<file path="src/rtl/core/assert_macros.svh">
// ----------------------------------------------------------------------------
// Assertion macros
// Shared concurrent assertion forms, clocked on clk and disabled in reset.
// ----------------------------------------------------------------------------
`ifndef ASSERT_MACROS_SVH
`define ASSERT_MACROS_SVH

// Property must hold at every clock edge outside reset.
`define PNM_ASSERT(lbl, prop, msg) \
	lbl: assert property (@(posedge clk) disable iff (!arst_n) prop) \
		else $error(msg);

// Condition must never be seen at a clock edge outside reset.
`define PNM_NEVER(lbl, cond, msg) \
	lbl: assert property (@(posedge clk) disable iff (!arst_n) !(cond)) \
		else $error(msg);

`endif

</file>
<file path="src/rtl/core/pnm_pkg.sv">
// ----------------------------------------------------------------------------
// PNM decoder package
// Types, character codes and limits shared by the decoder modules.
// ----------------------------------------------------------------------------
package pnm_pkg;

	localparam int MAX_DIM    = 4096;
	localparam int LINE_LIMIT = 255;
	localparam int DIM_W      = $clog2(MAX_DIM + 1);
	localparam int POS_W      = 12;
	localparam int TOK_W      = 16;
	localparam int DIV_STEPS  = 8;

	localparam logic [7:0] CH_P     = 8'h50;
	localparam logic [7:0] CH_HASH  = 8'h23;
	localparam logic [7:0] CH_LF    = 8'h0A;
	localparam logic [7:0] CH_ZERO  = 8'h30;
	localparam logic [7:0] CH_NINE  = 8'h39;
	localparam logic [7:0] CH_ONE   = 8'h31;
	localparam logic [7:0] CH_SIX   = 8'h36;

	typedef enum logic [1:0] {
		KIND_PIXEL   = 2'd0,
		KIND_HDR_ERR = 2'd1,
		KIND_TRUNC   = 2'd2
	} kind_t;

	typedef struct packed {
		kind_t            kind;
		logic [POS_W-1:0] x;
		logic [POS_W-1:0] y;
		logic [7:0]       r;
		logic [7:0]       g;
		logic [7:0]       b;
		logic             last;
	} res_t;

endpackage

</file>
<file path="src/rtl/core/pnm_div.sv">
// ----------------------------------------------------------------------------
// PNM sample divider
// Restoring divider giving an 8-bit quotient, saturated at 255, one bit a cycle.
// ----------------------------------------------------------------------------
`include "assert_macros.svh"

module pnm_div import pnm_pkg::*; (
	input  logic        clk,
	input  logic        arst_n,
	input  logic        start,
	input  logic [23:0] numer,
	input  logic [15:0] denom,
	output logic        done,
	output logic [7:0]  quot
);

	logic        busy_q, ovf_q, done_q;
	logic [15:0] rem_q, den_q;
	logic [7:0]  low_q, q_q;
	logic [3:0]  cnt_q;
	logic [16:0] trial;
	logic        borrow;

	assign borrow = {rem_q, low_q[7]} < {1'b0, den_q};
	assign trial  = {rem_q, low_q[7]} - {1'b0, den_q};

	always_ff @(posedge clk or negedge arst_n) begin
		if (!arst_n) begin
			busy_q <= 1'b0;
			done_q <= 1'b0;
			cnt_q  <= '0;
		end else begin
			done_q <= 1'b0;
			if (start) begin
				busy_q <= 1'b1;
				cnt_q  <= 4'(DIV_STEPS);
			end else if (busy_q) begin
				if (ovf_q || cnt_q == 4'd1) begin
					busy_q <= 1'b0;
					done_q <= 1'b1;
				end
				cnt_q <= cnt_q - 4'd1;
			end
		end
	end

	// Datapath: a numerator whose upper part reaches the divisor overflows 8 bits.
	always_ff @(posedge clk) begin
		if (start) begin
			rem_q <= numer[23:8];
			low_q <= numer[7:0];
			den_q <= denom;
			ovf_q <= numer[23:8] >= denom;
			q_q   <= '0;
		end else if (busy_q) begin
			if (ovf_q) begin
				q_q <= 8'hFF;
			end else begin
				rem_q <= borrow ? {rem_q[14:0], low_q[7]} : trial[15:0];
				low_q <= {low_q[6:0], 1'b0};
				q_q   <= {q_q[6:0], ~borrow};
			end
		end
	end

	assign done = done_q;
	assign quot = q_q;

	`PNM_ASSERT(a_div_no_restart, start |-> !busy_q, "divider restarted while busy")
	`PNM_ASSERT(a_div_done_pulse, done_q |=> !done_q, "divider done held high")

endmodule

</file>
<file path="src/rtl/core/pnm_out_buf.sv">
// ----------------------------------------------------------------------------
// PNM result buffer
// Two-entry queue holding the results of one byte for the output channel.
// ----------------------------------------------------------------------------
`include "assert_macros.svh"

module pnm_out_buf import pnm_pkg::*; (
	input  logic             clk,
	input  logic             arst_n,
	input  logic             push,
	input  res_t             res,
	output logic             empty,
	output logic             out_valid,
	input  logic             out_ready,
	output logic [1:0]       kind,
	output logic [POS_W-1:0] pos_x,
	output logic [POS_W-1:0] pos_y,
	output logic [7:0]       red,
	output logic [7:0]       green,
	output logic [7:0]       blue,
	output logic             end_mark
);

	res_t       ent_q [2];
	logic       wr_q, rd_q;
	logic [1:0] cnt_q;
	logic       pop;
	res_t       head;

	assign pop  = out_valid && out_ready;
	assign head = ent_q[rd_q];

	always_ff @(posedge clk or negedge arst_n) begin
		if (!arst_n) begin
			wr_q  <= 1'b0;
			rd_q  <= 1'b0;
			cnt_q <= '0;
		end else begin
			if (push) wr_q <= ~wr_q;
			if (pop)  rd_q <= ~rd_q;
			cnt_q <= cnt_q + {1'b0, push} - {1'b0, pop};
		end
	end

	always_ff @(posedge clk) begin
		if (push) ent_q[wr_q] <= res;
	end

	assign empty     = cnt_q == 2'd0;
	assign out_valid = !empty;
	assign kind      = head.kind;
	assign pos_x     = head.x;
	assign pos_y     = head.y;
	assign red       = head.r;
	assign green     = head.g;
	assign blue      = head.b;
	assign end_mark  = head.last;

	`PNM_NEVER(a_buf_overflow, push && cnt_q == 2'd2, "result pushed into a full buffer")
	`PNM_NEVER(a_buf_count, cnt_q == 2'd3, "result count out of range")

endmodule

</file>
<file path="src/rtl/core/pnm_image_decoder_top.sv">
// ----------------------------------------------------------------------------
// PNM image decoder, top level
// Byte-serial netpbm P1..P6 parser with a shared divider for sample scaling.
// ----------------------------------------------------------------------------
// The decoder takes a PNM file one byte per input transaction and returns
// pixel, header error and truncation results as output transactions. One
// byte is processed at a time and in_ready stays low until every result it
// caused has been taken. A graymap or pixmap sample goes through a start
// step that launches the shared restoring divider, a wait step while it
// forms sample*255/maxval one quotient bit a cycle and signals completion,
// and a sample step that stores the level. A quotient that would pass 255
// is caught on the first divider step, which ends the division early.
// Bitmap samples bypass the divider. A byte marked final adds three closing
// steps. That final byte closes any pending line or token, may add a pixel,
// header error or truncation result, and returns the decoder to its reset
// state for the next file. Each byte gives at most two results, held in a
// small queue in front of the output port.
`include "assert_macros.svh"

module pnm_image_decoder_top import pnm_pkg::*; (
	input  logic             clk,
	input  logic             arst_n,
	input  logic             in_valid,
	output logic             in_ready,
	input  logic [7:0]       data_byte,
	input  logic             final_byte,
	output logic             out_valid,
	input  logic             out_ready,
	output logic [1:0]       kind,
	output logic [POS_W-1:0] pos_x,
	output logic [POS_W-1:0] pos_y,
	output logic [7:0]       red,
	output logic [7:0]       green,
	output logic [7:0]       blue,
	output logic             end_mark
);

	// Sequencer steps for one byte.
	typedef enum logic [8:0] {
		S_IDLE   = 9'b000000001,
		S_PARSE  = 9'b000000010,
		S_DIVGO  = 9'b000000100,
		S_DIV    = 9'b000001000,
		S_SAMPLE = 9'b000010000,
		S_FIN    = 9'b000100000,
		S_FIN2   = 9'b001000000,
		S_TRUNC  = 9'b010000000,
		S_EMIT   = 9'b100000000
	} seq_t;

	// Parsing phase of the file.
	typedef enum logic [5:0] {
		PH_MAGIC = 6'b000001,
		PH_SIZE  = 6'b000010,
		PH_MAXV  = 6'b000100,
		PH_DATA  = 6'b001000,
		PH_DONE  = 6'b010000,
		PH_ERROR = 6'b100000
	} phase_t;

	seq_t             st_q;
	phase_t           phase_q;
	logic [7:0]       byte_q;
	logic             fin_q, in_fin_q;
	logic             ascii_q, cmt_q, tok_open_q;
	logic [1:0]       map_q, ci_q;
	logic [DIM_W-1:0] w_q, h_q;
	logic [TOK_W-1:0] maxl_q, tok_q, samp_q;
	logic [POS_W-1:0] col_q, row_q;
	logic [7:0]       held_q [2];
	logic [7:0]       llen_q;
	logic             push_q;
	res_t             res_q;

	logic             buf_empty;
	logic             div_start, div_done;
	logic [7:0]       div_quot;
	logic [23:0]      div_numer;

	// Byte classification for the parse step.
	logic             is_hdr, is_text, is_digit, pos0;
	logic             p_eol, p_tb, p_cmtstart, p_body, p_magic, p_digit, p_close, p_raw;
	logic             magic_err, do_eol, eol_live, do_ct, p_samp;
	logic [3:0]       digit;
	logic [19:0]      tok_next;
	logic [DIM_W-1:0] tok_dim;

	// Field values after a token is closed, and outcome of ending a line.
	logic [DIM_W-1:0] ct_w, ct_h;
	logic [1:0]       ct_ci;
	logic [TOK_W-1:0] ct_maxl;
	logic             el_err, el_enter, el_size_bad;
	phase_t           el_phase;
	logic [1:0]       el_ci;
	logic [TOK_W-1:0] el_maxl;

	// Sample completion.
	logic [7:0]       level;
	logic             need3, hold_comp, last_px, wrap;

	assign in_ready = st_q == S_IDLE;

	assign is_hdr   = phase_q == PH_MAGIC || phase_q == PH_SIZE || phase_q == PH_MAXV;
	assign is_text  = is_hdr || (phase_q == PH_DATA && ascii_q);
	assign is_digit = byte_q >= CH_ZERO && byte_q <= CH_NINE;
	assign pos0     = llen_q == 8'd0;
	assign digit    = 4'(byte_q - CH_ZERO);

	assign p_eol      = st_q == S_PARSE && is_text && byte_q == CH_LF;
	assign p_tb       = st_q == S_PARSE && is_text && byte_q != CH_LF
		&& llen_q < 8'(LINE_LIMIT);
	assign p_cmtstart = p_tb && pos0 && byte_q == CH_HASH;
	assign p_body     = p_tb && !p_cmtstart && !cmt_q;
	assign p_magic    = p_body && phase_q == PH_MAGIC;
	assign magic_err  = p_magic && ((pos0 && byte_q != CH_P)
		|| (llen_q == 8'd1 && (byte_q < CH_ONE || byte_q > CH_SIX)));
	assign p_digit    = p_body && phase_q != PH_MAGIC && is_digit;
	assign p_close    = p_body && phase_q != PH_MAGIC && !is_digit;
	assign p_raw      = st_q == S_PARSE && phase_q == PH_DATA && !ascii_q;

	// A line ends on a newline byte, or on the final byte while a non-empty header line is open.
	assign do_eol   = p_eol || (st_q == S_FIN && is_hdr && !pos0);
	assign eol_live = do_eol && !cmt_q;
	assign do_ct    = (p_close || eol_live) && tok_open_q;
	assign p_samp   = p_raw || (do_ct && phase_q == PH_DATA);

	assign tok_next = ({4'b0, tok_q} << 3) + ({4'b0, tok_q} << 1) + {16'b0, digit};
	assign tok_dim  = (tok_q > TOK_W'((1 << DIM_W) - 1)) ? DIM_W'((1 << DIM_W) - 1)
		: tok_q[DIM_W-1:0];

	always_comb begin
		ct_w    = w_q;
		ct_h    = h_q;
		ct_ci   = ci_q;
		ct_maxl = maxl_q;
		if (tok_open_q) begin
			if (phase_q == PH_SIZE && ci_q == 2'd0) begin
				ct_w  = tok_dim;
				ct_ci = 2'd1;
			end else if (phase_q == PH_SIZE && ci_q == 2'd1) begin
				ct_h  = tok_dim;
				ct_ci = 2'd2;
			end else if (phase_q == PH_MAXV && ci_q == 2'd0) begin
				ct_maxl = tok_q;
				ct_ci   = 2'd1;
			end
		end
	end

	assign el_size_bad = ct_ci < 2'd2 || ct_w == '0 || ct_w > DIM_W'(MAX_DIM)
		|| ct_h == '0 || ct_h > DIM_W'(MAX_DIM);

	always_comb begin
		el_err   = 1'b0;
		el_enter = 1'b0;
		el_phase = phase_q;
		el_ci    = ct_ci;
		el_maxl  = ct_maxl;
		unique case (phase_q)
			PH_MAGIC: begin
				if (llen_q < 8'd2) begin
					el_err = 1'b1;
				end else begin
					el_phase = PH_SIZE;
					el_ci    = 2'd0;
				end
			end
			PH_SIZE: begin
				if (el_size_bad) begin
					el_err = 1'b1;
				end else if (map_q == 2'd0) begin
					el_enter = 1'b1;
				end else begin
					el_phase = PH_MAXV;
					el_ci    = 2'd0;
					el_maxl  = '0;
				end
			end
			PH_MAXV: begin
				if (ct_ci == 2'd0 || ct_maxl == '0) el_err = 1'b1;
				else el_enter = 1'b1;
			end
			default: begin
			end
		endcase
	end

	// Scaled level: bitmaps are black or white, other maps use the divider.
	assign div_start = st_q == S_DIVGO;
	assign div_numer = {samp_q, 8'b0} - {8'b0, samp_q};
	assign level     = (map_q == 2'd0) ? {8{|samp_q}} : div_quot;
	assign need3     = map_q == 2'd2;
	assign hold_comp = need3 && ci_q < 2'd2;
	assign last_px   = {1'b0, col_q} + 13'd1 >= w_q && {1'b0, row_q} + 13'd1 >= h_q;
	assign wrap      = {1'b0, col_q} + 13'd1 >= w_q;

	pnm_div u_div (
		.clk    (clk),
		.arst_n (arst_n),
		.start  (div_start),
		.numer  (div_numer),
		.denom  (maxl_q),
		.done   (div_done),
		.quot   (div_quot)
	);

	always_ff @(posedge clk or negedge arst_n) begin
		if (!arst_n) begin
			st_q       <= S_IDLE;
			phase_q    <= PH_MAGIC;
			byte_q     <= '0;
			fin_q      <= 1'b0;
			in_fin_q   <= 1'b0;
			ascii_q    <= 1'b0;
			map_q      <= '0;
			w_q        <= '0;
			h_q        <= '0;
			maxl_q     <= TOK_W'(1);
			tok_q      <= '0;
			samp_q     <= '0;
			tok_open_q <= 1'b0;
			col_q      <= '0;
			row_q      <= '0;
			ci_q       <= '0;
			held_q[0]  <= '0;
			held_q[1]  <= '0;
			llen_q     <= '0;
			cmt_q      <= 1'b0;
			push_q     <= 1'b0;
			res_q      <= '0;
		end else begin
			push_q <= 1'b0;

			// Token close and line end, shared by the parse and final steps.
			if (do_ct) begin
				tok_open_q <= 1'b0;
				tok_q      <= '0;
				w_q        <= ct_w;
				h_q        <= ct_h;
				ci_q       <= ct_ci;
				maxl_q     <= ct_maxl;
				if (phase_q == PH_DATA) samp_q <= tok_q;
			end
			if (eol_live) begin
				phase_q <= el_phase;
				ci_q    <= el_ci;
				maxl_q  <= el_maxl;
				if (el_enter) begin
					phase_q <= PH_DATA;
					ci_q    <= '0;
					col_q   <= '0;
					row_q   <= '0;
				end
				if (el_err) begin
					phase_q <= PH_ERROR;
					push_q  <= 1'b1;
					res_q   <= '{KIND_HDR_ERR, '0, '0, '0, '0, '0, 1'b1};
				end
			end
			if (do_eol) begin
				llen_q     <= '0;
				cmt_q      <= 1'b0;
				tok_open_q <= 1'b0;
				tok_q      <= '0;
			end

			unique case (st_q)
				S_IDLE: begin
					if (in_valid) begin
						byte_q <= data_byte;
						fin_q  <= final_byte;
						st_q   <= S_PARSE;
					end
				end
				S_PARSE: begin
					if (p_tb) llen_q <= llen_q + 8'd1;
					if (p_cmtstart) cmt_q <= 1'b1;
					if (p_magic && llen_q == 8'd1 && !magic_err) begin
						ascii_q <= byte_q < CH_ZERO + 8'd4;
						map_q   <= (byte_q < CH_ZERO + 8'd4) ? 2'(byte_q - CH_ONE)
							: 2'(byte_q - CH_ZERO - 8'd4);
					end
					if (magic_err) begin
						phase_q <= PH_ERROR;
						push_q  <= 1'b1;
						res_q   <= '{KIND_HDR_ERR, '0, '0, '0, '0, '0, 1'b1};
					end
					if (p_digit) begin
						tok_q      <= (tok_next > 20'd65535) ? TOK_W'(16'hFFFF)
							: tok_next[TOK_W-1:0];
						tok_open_q <= 1'b1;
					end
					if (p_raw) samp_q <= {8'b0, byte_q};
					priority if (p_samp) st_q <= (map_q == 2'd0) ? S_SAMPLE : S_DIVGO;
					else if (fin_q)      st_q <= S_FIN;
					else                 st_q <= S_EMIT;
				end
				S_DIVGO: begin
					st_q <= S_DIV;
				end
				S_DIV: begin
					if (div_done) st_q <= S_SAMPLE;
				end
				S_SAMPLE: begin
					if (hold_comp) begin
						held_q[ci_q[0]] <= level;
						ci_q            <= ci_q + 2'd1;
					end else begin
						push_q <= 1'b1;
						res_q  <= '{KIND_PIXEL, col_q, row_q,
							need3 ? held_q[0] : level,
							need3 ? held_q[1] : level,
							level, last_px};
						ci_q   <= '0;
						if (last_px) begin
							phase_q <= PH_DONE;
						end else begin
							col_q <= wrap ? '0 : col_q + POS_W'(1);
							if (wrap) row_q <= row_q + POS_W'(1);
						end
					end
					priority if (in_fin_q) st_q <= S_TRUNC;
					else if (fin_q)        st_q <= S_FIN;
					else                   st_q <= S_EMIT;
				end
				S_FIN: begin
					// An open header always ends in an error unless the data begin.
					if (is_hdr && !(eol_live && (el_err || el_enter))) begin
						phase_q <= PH_ERROR;
						push_q  <= 1'b1;
						res_q   <= '{KIND_HDR_ERR, '0, '0, '0, '0, '0, 1'b1};
					end
					st_q <= S_FIN2;
				end
				S_FIN2: begin
					if (phase_q == PH_DATA && ascii_q && tok_open_q && !cmt_q) begin
						tok_open_q <= 1'b0;
						tok_q      <= '0;
						samp_q     <= tok_q;
						in_fin_q   <= 1'b1;
						st_q       <= (map_q == 2'd0) ? S_SAMPLE : S_DIVGO;
					end else begin
						st_q <= S_TRUNC;
					end
				end
				S_TRUNC: begin
					if (phase_q == PH_DATA) begin
						push_q <= 1'b1;
						res_q  <= '{KIND_TRUNC, col_q, row_q, '0, '0, '0, 1'b1};
					end
					// Back to the reset state for the next file.
					phase_q    <= PH_MAGIC;
					fin_q      <= 1'b0;
					in_fin_q   <= 1'b0;
					ascii_q    <= 1'b0;
					map_q      <= '0;
					w_q        <= '0;
					h_q        <= '0;
					maxl_q     <= TOK_W'(1);
					tok_q      <= '0;
					tok_open_q <= 1'b0;
					col_q      <= '0;
					row_q      <= '0;
					ci_q       <= '0;
					held_q[0]  <= '0;
					held_q[1]  <= '0;
					llen_q     <= '0;
					cmt_q      <= 1'b0;
					st_q       <= S_EMIT;
				end
				S_EMIT: begin
					if (!push_q && buf_empty) st_q <= S_IDLE;
				end
				default: begin
					st_q <= S_IDLE;
				end
			endcase
		end
	end

	pnm_out_buf u_out_buf (
		.clk       (clk),
		.arst_n    (arst_n),
		.push      (push_q),
		.res       (res_q),
		.empty     (buf_empty),
		.out_valid (out_valid),
		.out_ready (out_ready),
		.kind      (kind),
		.pos_x     (pos_x),
		.pos_y     (pos_y),
		.red       (red),
		.green     (green),
		.blue      (blue),
		.end_mark  (end_mark)
	);

	`PNM_ASSERT(a_idle_drained, in_ready |-> !out_valid, "new byte taken with results pending")
	`PNM_ASSERT(a_div_in_wait, div_done |-> st_q == S_DIV, "divider result outside wait step")
	`PNM_NEVER(a_no_push_idle, push_q && st_q == S_IDLE, "result pushed while idle")

endmodule
</file>
<file path="config.mk">
export PLATFORM = sky130hd
export DESIGN_NAME = pnm_image_decoder_top
export DESIGN_NICKNAME = d
export VERILOG_FILES = /design/src/rtl/core/pnm_pkg.sv /design/src/rtl/core/pnm_div.sv /design/src/rtl/core/pnm_out_buf.sv /design/src/rtl/core/pnm_image_decoder_top.sv
export VERILOG_INCLUDE_DIRS = /design/src /design/src/rtl/core
export SDC_FILE = /design/constraint.sdc
export NUM_CORES = 1
export LEC_CHECK = 0
export ABC_AREA = 0
export BUFFER_PORTS_ARGS = -buffer_cell sky130_fd_sc_hd__buf_2
export CAP_MARGIN = 15
export CORE_ASPECT_RATIO = 1.25
export CORE_MARGIN = 2
export CORE_UTILIZATION = 30
export CTS_BUF_LIST = sky130_fd_sc_hd__clkbuf_4
export DETAILED_ROUTE_END_ITERATION = 10
export GPL_TIMING_DRIVEN = 0
export PLACE_DENSITY_LB_ADDON = 0.3
export SLEW_MARGIN = 20
export SYNTH_ARGS = -nofsm -noshare
export SYNTH_HDL_FRONTEND = slang
export SYNTH_SLANG_ARGS = --single-unit
</file>
<file path="constraint.sdc">
create_clock -name clk -period 4.4 [get_ports clk]
set_input_delay 0.66 -clock clk [delete_from_list [all_inputs] [get_ports clk]]
set_output_delay 0.66 -clock clk [all_outputs]
set_load 0.005 [all_outputs]
</file>
==> run metrics <==
status complete, no violations; root buf cell clkbuf_4; Max VDD drop between 0.1 and 0.15 mV; Mapped Cells 1914; Min Hold Slack a little over 70 ps; Startpoint Class flop; number of setup violations in the final report 0; Pre-antenna DRT Iters 5; CP Buf/Inv Count 1; Detail Route Antenna Nets 0; CTS clk-pin slew, worst paths approximately 70 ps; final worst slack 279 ps; Fillers 6685; Initial Util 30.3%; vias in the first global route about 16000; htree depth 3; Synth Area per Inst 10.3 sq um; DR iter-0 viols between 800 and 900; Worst EP arrival 4630 ps; Die Y 291 um; post-DR wirelength/cell 17.7 um; routed vias/inst 5.13; DR DRC count 0; drt total wl 53400 um; Setup TNS 0 ps; worst skew pair latency 820 ps; fin nets 2207; IO buf count 65; slowest CP cell o41ai_2; worst-case clock skew 70.1 ps; Num Clock Sinks 367; clock buffer depth 3; total number of vias 15500; Worst Reg-to-Reg Cells 14; Post-CTS Setup Bufs 0; final worst-path cycle share between 90% and 100%; post-synth design cell area 19800 sq um; Overall Power 7.77 mW; Worst EP required 4910 ps; crit path capture type flop; total track usage 15.8%; RSZ-0062 raised after global routing false; WHS Path Cells 3; Die Area 68100 sq um; Layout area overhead 14.2%; Row Count 105; #FFs+latches synth 367; CP Max Fanout 5; power density cells 344 nW/um^2; dpl ws -178 ps; first-pass GRT wire length 85400 um; total gr overflow 0; Fmax achieved 0.243 GHz; Max Cap Viol 0; worst-margin pin slew around 1100 ps; min-delay worst type in2reg; GP Congestion 0.857; delay-heaviest family, CP compound AO/OA/AOI/OAI gates; FFs w/ async S/R, synth 58.9%; WP depth 14; fin util 34.6%; worst relative slew slack 23.1%; P_leak 9.91 nW; layout cells sized above 1 15.7%; CTS buffer count 90; critical-path cell list inv_1 > ha_1 > or2_2 > a21oi_1 > nand2_1 > and4_1 > o41ai_2 > a21boi_2 > ha_1 > a21o_1 > a2111oi_0 > o21ai_0 > a31oi_1 > o21ai_0; Tmin final between 4000 and 5000 ps; worst setup path category reg2reg; final count of hold timing violations 0; EDFF count, synth ~140; max incr delay on CP 460 ps; TritonCTS clock tree yes; DP Wirelength around 40000 um; sequential-to-total area share from yosys stat 49.8%; Slew Limit Fails 0; initial antenna violation count 3; die width around 230 um; syn nets roughly 2000; Synth Flop Type dfrtp_1; pin count of the biggest net entering global routing 91; Cell variety after synth 91; Core ar. 65400 sq um; synthesis warning total 0; # IOs 66
[registers in the layout, indices dropped and copies added (netlist names), 6 cells and up]
| name | flops |
|---|---|
| samp_q | 16 |
| u_div.quot | 8 |
| u_div.low_q | 8 |
| maxl_q | 16 |
| phase_q | 6 |
| res_q | 51 |
| col_q | 12 |
| h_q | 13 |
| u_div.rem_q | 16 |
| tok_q | 16 |
| u_out_buf.ent_q | 102 |
| row_q | 12 |
| w_q | 13 |
| llen_q | 8 |
| held_q | 16 |
| byte_q | 8 |
| u_div.den_q | 16 |
| st_q | 9 |
[report_power, final]
group	leakage [nW]	total, mW	internal [mW]	switching [mW]
sequential	4.45	3.82	3.68	0.136
combinational	4.77	1.08	0.450	0.633
clock	0.694	2.88	1.44	1.43
[kinds of logic (layout without fill, tap and decap cells)]
kind of cell | count (synthesis) | count (layout) | synth area share, %
XOR/XNOR | 69 | 69 | 3.05
AND/OR/NAND/NOR | 598 | 598 | 15.1
other | 0 | 3 | 0
flip-flops | 367 | 367 | 49.8
buffers and inverters | 182 | 422 | 3.68
adder cells (fa/ha/maj) | 117 | 117 | 7.51
multiplexers | 63 | 63 | 3.52
AO/OA/AOI/OAI | 518 | 518 | 17.3
[metal layers]
| layer | up-vias | GRT usage (%) | wire length (um) |
|---|---|---|---|
| met1 | 7551 | 19.2 | 23000 |
| li1 | 7446 | - | - |
| met3 | 106 | 2.49 | 1870 |
| met4 | 2 | 5.67 | 1460 |
| met5 | - | 0 | 13 |
| met2 | 346 | 27.8 | 27100 |
[metrics by stage]
step / area, sq um / instances
2_1_floorplan: 19800 / 1914
3_3_place_gp: 21200 / 2835
3_5_place_dp: 21300 / 2840
4_1_cts: 22600 / 3011
5_1_grt: 22600 / 3013
6_report: 22600 / 3013
[worst paths after layout]
kind | from | endpoint | slack, ps
setup reg to reg | samp_q[8] | u_div.ovf_q | 280
max in group asynchronous | arst_n | maxl_q[0] | 2830
hold reg to reg | res_q[11] | u_out_buf.ent_q[1][11] | 470
hold / removal | data_byte[7] | byte_q[7] | 70
min in group asynchronous | arst_n | col_q[10] | 220
setup / recovery | samp_q[8] | u_div.ovf_q | 280
[layout by cell type (no fill, tap or decap), drive strengths merged, types with 17 or more instances in the layout]
cell type  count
a21oi         80
a22o          41
a22oi         46
a31oi         21
and3          19
buf           93
clkbuf       189
clkinv        35
dfrtp        213
edfxtp       143
ha           114
inv          100
mux2          53
nand2        188
nand2b        29
nand3         71
nor2         139
nor3          38
nor4          20
o211ai        20
o21a          17
o21ai        175
o31ai         26
xnor2         39
xor2          30
[cell type report]
class                   count  area (sq um)  area share (%)
well taps                 856          1070            4.74
plain buffers              81           354            1.57
inverters                 100           375            1.66
clock inverters            38           195           0.863
flip-flops and latches    367          9860            43.6
clock buffers             131           983            4.35
multi-input cells        1365          9280            41.0
diodes                      3          7.51          0.0332
repair buffers             72           485            2.15
[worst reg2reg max path, delay by kind of cell (launching register included)]
family	cells	cell delay (ps)
adder cells (fa/ha/maj)	2	520
flip-flops	1	430
AND/OR/NAND/NOR	3	640
buffers and inverters	1	150
AO/OA/AOI/OAI	8	2080
[cells in the mapped netlist (10+ instances only)]
| master | n | share of area, % |
|---|---|---|
| dfrtp_1 | 213 | 27 |
| nand2_1 | 187 | 3.5 |
| edfxtp_1 | 143 | 22 |
| nor2_1 | 139 | 2.6 |
| o21ai_0 | 138 | 3.5 |
| ha_1 | 114 | 7.2 |
| inv_1 | 100 | 1.9 |
| a21oi_1 | 78 | 2.0 |
| nand3_1 | 71 | 1.8 |
| clkbuf_1 | 59 | 1.1 |
| mux2_2 | 52 | 3.0 |
| a22oi_1 | 46 | 1.7 |
| a22o_1 | 41 | 1.8 |
| xnor2_1 | 39 | 1.7 |
| o21ai_1 | 37 | 0.94 |
| nor3_1 | 35 | 0.88 |
| xor2_1 | 30 | 1.3 |
| nand2b_1 | 28 | 0.88 |
| o31ai_1 | 26 | 0.99 |
| a31oi_1 | 21 | 0.66 |
| and3_1 | 19 | 0.60 |
| o211ai_1 | 19 | 0.72 |
| nor4_1 | 18 | 0.57 |
| o21a_1 | 17 | 0.64 |
| buf_2 | 16 | 0.40 |
| a211oi_1 | 15 | 0.57 |
| a21o_1 | 14 | 0.53 |
| nor2b_1 | 14 | 0.44 |
| and2_1 | 12 | 0.38 |
| nand4_1 | 12 | 0.38 |
| mux2i_1 | 10 | 0.51 |
[repair_timing]
item	4_1_cts	5_1_grt
endpoints found under the setup margin	22	33
hold buffers	2	0
hold endpoints to repair	95	0
gates resized for setup	3	12
Note: power is estimated with default switching activity, not from simulation.
